===== src/rtl/afrp_pkg.sv =====
package afrp_pkg;

    localparam int unsigned MAX_RESULTS = 24;
    localparam int unsigned CNT_W = 5;

    localparam logic [1:0] REG_MAX_PAYLOAD = 2'd0;
    localparam logic [1:0] REG_AUDIO_KIND  = 2'd1;
    localparam logic [1:0] REG_FPS         = 2'd2;
    localparam logic [1:0] REG_FRAME_DUR   = 2'd3;

    localparam logic KIND_FRAGMENT = 1'b0;
    localparam logic KIND_HINT     = 1'b1;

    localparam logic MODE_FRAME = 1'b0;
    localparam logic MODE_FLUSH = 1'b1;

    typedef struct packed {
        logic        mode;
        logic [13:0] frame_length;
    } afrp_in_t;

    typedef struct packed {
        logic        record_kind;
        logic [31:0] packet_number;
        logic [31:0] frame_number;
        logic [12:0] byte_offset;
        logic [16:0] byte_length;
        logic [2:0]  header_bytes;
        logic        marker;
        logic [31:0] hint_duration;
    } afrp_rec_t;

    typedef struct packed {
        logic        record_kind;
        logic [31:0] packet_number;
        logic [31:0] frame_number;
        logic [12:0] byte_offset;
        logic [16:0] byte_length;
        logic [2:0]  header_bytes;
        logic        marker;
        logic [31:0] hint_duration;
        logic [31:0] peak_bytes_per_second;
        logic        last;
    } afrp_out_t;

    typedef struct packed {
        logic             push;
        afrp_rec_t        rec;
        logic             release_batch;
        logic [CNT_W-1:0] count;
        logic [31:0]      peak;
    } afrp_fb_t;

endpackage


===== src/rtl/afrp_front.sv =====
module afrp_front #(
    parameter int unsigned MAX_FRAME_BYTES  = 8192,
    parameter int unsigned RTP_HEADER_BYTES = 12
) (
    input  logic              clk,
    input  logic              rst_n,
    input  logic              in_valid,
    output logic              in_ready,
    input  afrp_pkg::afrp_in_t in_data,
    input  logic              back_idle,
    output afrp_pkg::afrp_fb_t fb,
    input  logic              cfg_we,
    input  logic [1:0]        cfg_addr,
    input  logic [16:0]       cfg_wdata
);
    import afrp_pkg::*;

    localparam int unsigned LEN_CAP = (MAX_FRAME_BYTES < 16383) ? MAX_FRAME_BYTES : 16383;
    localparam logic [13:0] LEN_CAP_W = 14'(LEN_CAP);
    localparam logic [5:0]  FRAG_LIMIT = 6'(MAX_RESULTS - 1);

    localparam logic [2:0] ST_IDLE = 3'd0;
    localparam logic [2:0] ST_FRAG = 3'd1;
    localparam logic [2:0] ST_TAIL = 3'd2;
    localparam logic [2:0] ST_MUL  = 3'd3;
    localparam logic [2:0] ST_SUM  = 3'd4;

    logic [16:0] maxp_cfg_reg;
    logic        kind_reg;
    logic [7:0]  fps_reg;
    logic [12:0] fdur_reg;

    logic [2:0]  state_reg, state_next;
    logic [16:0] fill_reg, fill_next;
    logic [31:0] pkt_reg, pkt_next;
    logic [15:0] fhint_reg, fhint_next;
    logic [31:0] frame_reg, frame_next;
    logic [7:0]  phase_reg, phase_next;
    logic [31:0] bytes_reg, bytes_next;
    logic [31:0] start_reg, start_next;
    logic [31:0] peak_reg, peak_next;
    logic [13:0] len_reg, len_next;
    logic [13:0] pos_reg, pos_next;
    logic [2:0]  fhdr_reg, fhdr_next;
    logic        mk_reg, mk_next;
    logic [CNT_W-1:0] nrec_reg, nrec_next;
    logic [39:0] prod_reg, prod_next;

    logic [16:0] maxp;
    logic [2:0]  hdr;
    logic [8:0]  fps9;
    logic [13:0] len_in;
    logic [16:0] room;
    logic        need_close;
    logic [31:0] dur;
    logic [13:0] rem;
    logic [16:0] chunk;
    logic [13:0] next_pos;
    logic        frag_done;
    logic        big;
    logic        tail_hint;
    logic [7:0]  phase_inc;
    logic [39:0] sum;
    logic [31:0] sat;
    logic        accept;

    always_ff @(posedge clk or negedge rst_n)
    begin
        if (!rst_n)
        begin
            maxp_cfg_reg <= 17'd1460;
            kind_reg     <= 1'b0;
            fps_reg      <= 8'd43;
            fdur_reg     <= 13'd1024;
        end
        else if (cfg_we)
        begin
            unique case (cfg_addr)
                REG_MAX_PAYLOAD: maxp_cfg_reg <= cfg_wdata;
                REG_AUDIO_KIND:  kind_reg     <= cfg_wdata[0];
                REG_FPS:         fps_reg      <= cfg_wdata[7:0];
                REG_FRAME_DUR:   fdur_reg     <= cfg_wdata[12:0];
                default:         ;
            endcase
        end
    end

    always_comb
    begin
        if (maxp_cfg_reg < 17'd512)
            maxp = 17'd512;
        else if (maxp_cfg_reg > 17'h10000)
            maxp = 17'h10000;
        else
            maxp = maxp_cfg_reg;
        hdr        = kind_reg ? 3'd4 : 3'd2;
        fps9       = (fps_reg == 8'd0) ? 9'd1 : {1'b0, fps_reg};
        len_in     = (in_data.frame_length > LEN_CAP_W) ? LEN_CAP_W : in_data.frame_length;
        room       = (fill_reg < maxp) ? (maxp - fill_reg) : 17'd0;
        need_close = (fill_reg != 17'd0) && (({3'b0, len_in} + {14'b0, hdr}) > room);
        dur        = 32'({16'b0, fhint_reg} * {19'b0, fdur_reg});
        rem        = len_reg - pos_reg;
        chunk      = ({3'b0, rem} < room) ? {3'b0, rem} : room;
        next_pos   = pos_reg + chunk[13:0];
        frag_done  = (next_pos >= len_reg) || ({1'b0, nrec_reg} + 6'd1 >= FRAG_LIMIT);
        big        = ({3'b0, len_reg} + {14'b0, hdr}) > maxp;
        tail_hint  = big || (fill_reg == 17'd0);
        phase_inc  = ({1'b0, phase_reg} + 9'd1 >= fps9) ? 8'd0 : phase_reg + 8'd1;
        sum        = prod_reg + {8'b0, bytes_reg};
        sat        = (sum[39:32] != 8'd0) ? 32'hFFFF_FFFF : sum[31:0];
        accept     = in_valid && in_ready;
    end

    assign in_ready = (state_reg == ST_IDLE) && back_idle;

    always_comb
    begin
        state_next = state_reg;
        fill_next  = fill_reg;
        pkt_next   = pkt_reg;
        fhint_next = fhint_reg;
        frame_next = frame_reg;
        phase_next = phase_reg;
        bytes_next = bytes_reg;
        start_next = start_reg;
        peak_next  = peak_reg;
        len_next   = len_reg;
        pos_next   = pos_reg;
        fhdr_next  = fhdr_reg;
        mk_next    = mk_reg;
        nrec_next  = nrec_reg;
        prod_next  = prod_reg;
        fb         = '0;
        fb.peak    = peak_reg;
        fb.count   = nrec_reg;

        unique case (state_reg)
            ST_IDLE:
            begin
                if (accept)
                begin
                    if (in_data.mode == MODE_FLUSH)
                    begin
                        fb.release_batch = 1'b1;
                        if (fill_reg != 17'd0)
                        begin
                            fb.push                  = 1'b1;
                            fb.rec.record_kind       = KIND_HINT;
                            fb.rec.hint_duration     = dur;
                            fb.count                 = CNT_W'(1);
                            fhint_next               = 16'd0;
                            pkt_next                 = pkt_reg + 32'd1;
                            fill_next                = 17'd0;
                        end
                        else
                        begin
                            fb.count = '0;
                        end
                    end
                    else
                    begin
                        bytes_next = bytes_reg + {18'b0, len_in};
                        len_next   = len_in;
                        pos_next   = 14'd0;
                        fhdr_next  = hdr;
                        mk_next    = 1'b1;
                        if (need_close)
                        begin
                            fb.push              = 1'b1;
                            fb.rec.record_kind   = KIND_HINT;
                            fb.rec.hint_duration = dur;
                            pkt_next             = pkt_reg + 32'd1;
                            fill_next            = {14'b0, hdr};
                            fhint_next           = 16'd1;
                            nrec_next            = CNT_W'(1);
                        end
                        else
                        begin
                            fill_next  = fill_reg + {14'b0, hdr};
                            fhint_next = fhint_reg + 16'd1;
                            nrec_next  = '0;
                        end
                        state_next = ST_FRAG;
                    end
                end
            end
            ST_FRAG:
            begin
                fb.push                  = 1'b1;
                fb.rec.record_kind       = KIND_FRAGMENT;
                fb.rec.packet_number     = pkt_reg;
                fb.rec.frame_number      = frame_reg;
                fb.rec.byte_offset       = pos_reg[12:0];
                fb.rec.byte_length       = chunk;
                fb.rec.header_bytes      = fhdr_reg;
                fb.rec.marker            = mk_reg;
                nrec_next                = nrec_reg + CNT_W'(1);
                fill_next                = fill_reg + chunk;
                if (frag_done)
                begin
                    state_next = ST_TAIL;
                end
                else
                begin
                    pkt_next  = pkt_reg + 32'd1;
                    fill_next = kind_reg ? 17'd4 : 17'd0;
                    fhdr_next = kind_reg ? 3'd4 : 3'd0;
                    mk_next   = 1'b0;
                    pos_next  = next_pos;
                end
            end
            ST_TAIL:
            begin
                if (big)
                begin
                    pkt_next  = pkt_reg + 32'd1;
                    fill_next = 17'd0;
                end
                if (tail_hint)
                begin
                    fb.push              = 1'b1;
                    fb.rec.record_kind   = KIND_HINT;
                    fb.rec.hint_duration = dur;
                    fhint_next           = 16'd0;
                    nrec_next            = nrec_reg + CNT_W'(1);
                end
                frame_next = frame_reg + 32'd1;
                phase_next = phase_inc;
                if (phase_inc == 8'd0)
                begin
                    state_next = ST_MUL;
                end
                else
                begin
                    fb.release_batch = 1'b1;
                    fb.count         = tail_hint ? nrec_reg + CNT_W'(1) : nrec_reg;
                    state_next       = ST_IDLE;
                end
            end
            ST_MUL:
            begin
                prod_next  = {8'b0, pkt_reg - start_reg} * 40'(RTP_HEADER_BYTES);
                state_next = ST_SUM;
            end
            ST_SUM:
            begin
                if (sat > peak_reg)
                    peak_next = sat;
                bytes_next       = 32'd0;
                start_next       = pkt_reg;
                fb.release_batch = 1'b1;
                fb.peak          = (sat > peak_reg) ? sat : peak_reg;
                state_next       = ST_IDLE;
            end
            default:
            begin
                state_next = ST_IDLE;
            end
        endcase
    end

    always_ff @(posedge clk or negedge rst_n)
    begin
        if (!rst_n)
        begin
            state_reg <= ST_IDLE;
            fill_reg  <= 17'd0;
            pkt_reg   <= 32'd2;
            fhint_reg <= 16'd0;
            frame_reg <= 32'd1;
            phase_reg <= 8'd1;
            bytes_reg <= 32'd0;
            start_reg <= 32'd1;
            peak_reg  <= 32'd0;
            nrec_reg  <= '0;
        end
        else
        begin
            state_reg <= state_next;
            fill_reg  <= fill_next;
            pkt_reg   <= pkt_next;
            fhint_reg <= fhint_next;
            frame_reg <= frame_next;
            phase_reg <= phase_next;
            bytes_reg <= bytes_next;
            start_reg <= start_next;
            peak_reg  <= peak_next;
            nrec_reg  <= nrec_next;
        end
    end

    always_ff @(posedge clk)
    begin
        len_reg  <= len_next;
        pos_reg  <= pos_next;
        fhdr_reg <= fhdr_next;
        mk_reg   <= mk_next;
        prod_reg <= prod_next;
    end

endmodule


===== config.mk =====
export PLATFORM = sky130hd
export DESIGN_NAME = afrp_front
export DESIGN_NICKNAME = d
export VERILOG_FILES = /design/src/rtl/afrp_pkg.sv /design/src/rtl/afrp_front.sv
export SDC_FILE = /design/constraint.sdc
export NUM_CORES = 2
export LEC_CHECK = 0
export ABC_AREA = 1
export BUFFER_PORTS_ARGS = -buffer_cell sky130_fd_sc_hd__buf_2
export CORE_MARGIN = 2
export CORE_UTILIZATION = 50
export DETAILED_ROUTE_END_ITERATION = 10
export PLACE_DENSITY = 0.64
export SLEW_MARGIN = 15
export SYNTH_ARGS = -nofsm -noshare
export SYNTH_HDL_FRONTEND = slang
export SYNTH_SLANG_ARGS = --single-unit

===== constraint.sdc =====
create_clock -name clk -period 10.8 [get_ports clk]
set_input_delay 0.54 -clock clk [delete_from_list [all_inputs] [get_ports clk]]
set_output_delay 0.54 -clock clk [all_outputs]
set_load 0.02 [all_outputs]

==> flow_summary.json <==
{
  "clk_latency_ps": 600,
  "synthMuxAreaShare_pct": 0.137,
  "cts-root-buf": "clkbuf_16",
  "cts_buffers": 41,
  "grt_pass1_vias": 27800,
  "avgSynthCellArea_um2": 7.35,
  "synthAdderAreaFrac_pct": 23.3,
  "critPathCapture": "pkt_reg[21]",
  "dieHeight_um": 261,
  "synth-async-reset-ratio_pct": 79.2,
  "h-tree-depth": 2,
  "clk_pin_slew_ps": 60,
  "core_um2": 65500,
  "largest_reg_flops": 34,
  "slew_violations": 0,
  "critPathMostFrequentCell": "nand2_1",
  "synth_top_family_by_area": "adder cells",
  "min_period_ps": 9680,
  "drcViolationCount": 0,
  "rows": 94,
  "vias": 28800,
  "synth-xor-area-share_pct": 6.03,
  "cp_data_arrival_time_ps": 10130,
  "fillers": 6373,
  "period_share_pct": 89.7,
  "syn_area_um2": 33000,
  "netlist_instances": 4484,
  "synth_area_leaders": "dfrtp_1 (18%), ha_1 (13%), nand2_1 (11%), fa_1 (10%), inv_1 (9.6%)",
  "wl_mm": 89.8,
  "ys_seq_area_share_pct": 24.8,
  "status": "completed",
  "synth-edff-count": 65,
  "regArea_um2": 8180,
  "clk_path_buf_depth": 3,
  "place.gp.congestion": 0.970,
  "startpoint": "maxp_cfg_reg[13]",
  "rsz0062_at_grt": "false",
  "synth_common_cells": "nand2_1 (961), inv_1 (845), nor2_1 (356)",
  "crit_type": "reg -> reg",
  "hold_viol_final": 0,
  "multi_input_area_um2": 21100,
  "synth_most_common_cell": "nand2_1",
  "slowest_stage": "o21ai_0",
  "grt_pass1_wl_mm": 146,
  "ios": 210,
  "ant_nets": 0,
  "fmax_mhz": 103,
  "cp_top_family": "simple AND/OR/NAND/NOR gates",
  "path_depth": 56,
  "reg2reg_slack_ps": 1120,
  "holdBufCountCts": 0,
  "cp_slowest_stage_delay_ps": 670,
  "cts_tree": "yes",
  "cts.sinks": 313,
  "cts-resized-gates": 0,
  "critPathRequiredTime_ps": 11240,
  "dieArea_um2": 68000,
  "crit_path_end_kind": "register",
  "finalNetCount": 5181,
  "cp_max_fo": 46,
  "cts_setup_buffers": 0,
  "antenna_found_initial": 2,
  "vias_per_cell": 5.22,
  "synth_cell_types": 64,
  "worstMarginPinSlew_ps": 1110,
  "setup_viol": 0,
  "wl_per_cell_um": 16.3,
  "hold_class": "in -> async",
  "slew_headroom_pct": 25.3,
  "yosys_warnings": 0,
  "synth_compound_area_share_pct": 11.9,
  "cp-start-kind": "register",
  "dp_hpwl_mm": 71.8,
  "finalNonFillerCells": 5524,
  "yosys.area_share.simple_pct": 22.4,
  "skew_ps": 25.0,
  "diodes": 0,
  "grt_max_degree": 118,
  "rr_worst_depth": 56,
  "yosysTopAreaCellShare_pct": 17.7,
  "r2r-end": "pkt_reg[21]",
  "fin_tns_setup_ps": 0,
  "drt-initial-drc-count": 1833,
  "die_w_um": 261,
  "grt_usage_pct": 26.9,
  "place_inst": 5448,
  "io_buffers": 202,
  "areaGrowthSynthToFinish_pct": 9.84,
  "drv_cap": 0,
  "cp_num_buf_inv": 8,
  "r2r_start": "maxp_cfg_reg[13]",
  "synth_ff_type": "dfrtp_1",
  "gr-total-overflow": 0,
  "yosysTopAreaCell": "dfrtp_1",
  "start_util_pct": 50.3,
  "ys_ff_latch": 313,
  "drive_gt1_share_pct": 8.58,
  "first_pass_iters": 5
}
-- placed cells by master (no fill, tap or decap), drive strengths merged, types with 84 or more instances in the layout --
cell type / instances
o21ai: 257
ha: 350
nor2: 369
nand4: 84
inv: 858
dfrtp: 233
buf: 219
a21oi: 296
xor2: 178
nand3: 152
nand2: 976
fa: 165
-- through the flow --
stage                     instance area (um^2)  hold slack [ps]  setup WS [ps]  util, %
final                                    36200             48.6           1120     55.2
after global routing                     36200              137           73.3     55.2
after CTS                                36200             94.7           1090     55.2
after detailed placement                 34700              463           1110     53.0
after global placement                   34700              455           1290     53.0
after floorplan                          33000              244           3080        -
-- routing by layer --
| metal | global-route usage [%] | wire (um) |
|---|---|---|
| met1 | 38.2 | 42200 |
| met5 | 0 | 0 |
| met3 | 3.98 | 5620 |
| met2 | 42.9 | 39700 |
| met4 | 6.94 | 2300 |
-- logic make-up after synthesis --
family,count (synthesis)
adder cells (fa/ha/maj),515
AO/OA/AOI/OAI,708
buffers and inverters,985
XOR/XNOR,227
flip-flops,313
other,1
multiplexers,4
AND/OR/NAND/NOR,1731
-- worst min path at each step --
stage	to	slack, ps	cells past startpoint
finish	fhint_reg[15]	50	1
global route	fill_reg[16]	140	1
CTS	frame_reg[5]	90	1
detailed placement	frame_reg[29]	460	1
global placement	frame_reg[29]	460	1
floorplan	bytes_reg[0]	240	0
-- cell type report --
cell class	count	area share [%]
inverters	857	8.90
clock buffers	46	3.00
flip-flops and latches	313	22.6
repair buffers	219	3.17
clock inverters	30	1.14
multi-input cells	3195	58.2
well taps	864	2.99
Power is left out: the tool's default activity adds up to more than one toggle a clock period on the data nets, which glitch-free logic cannot reach.
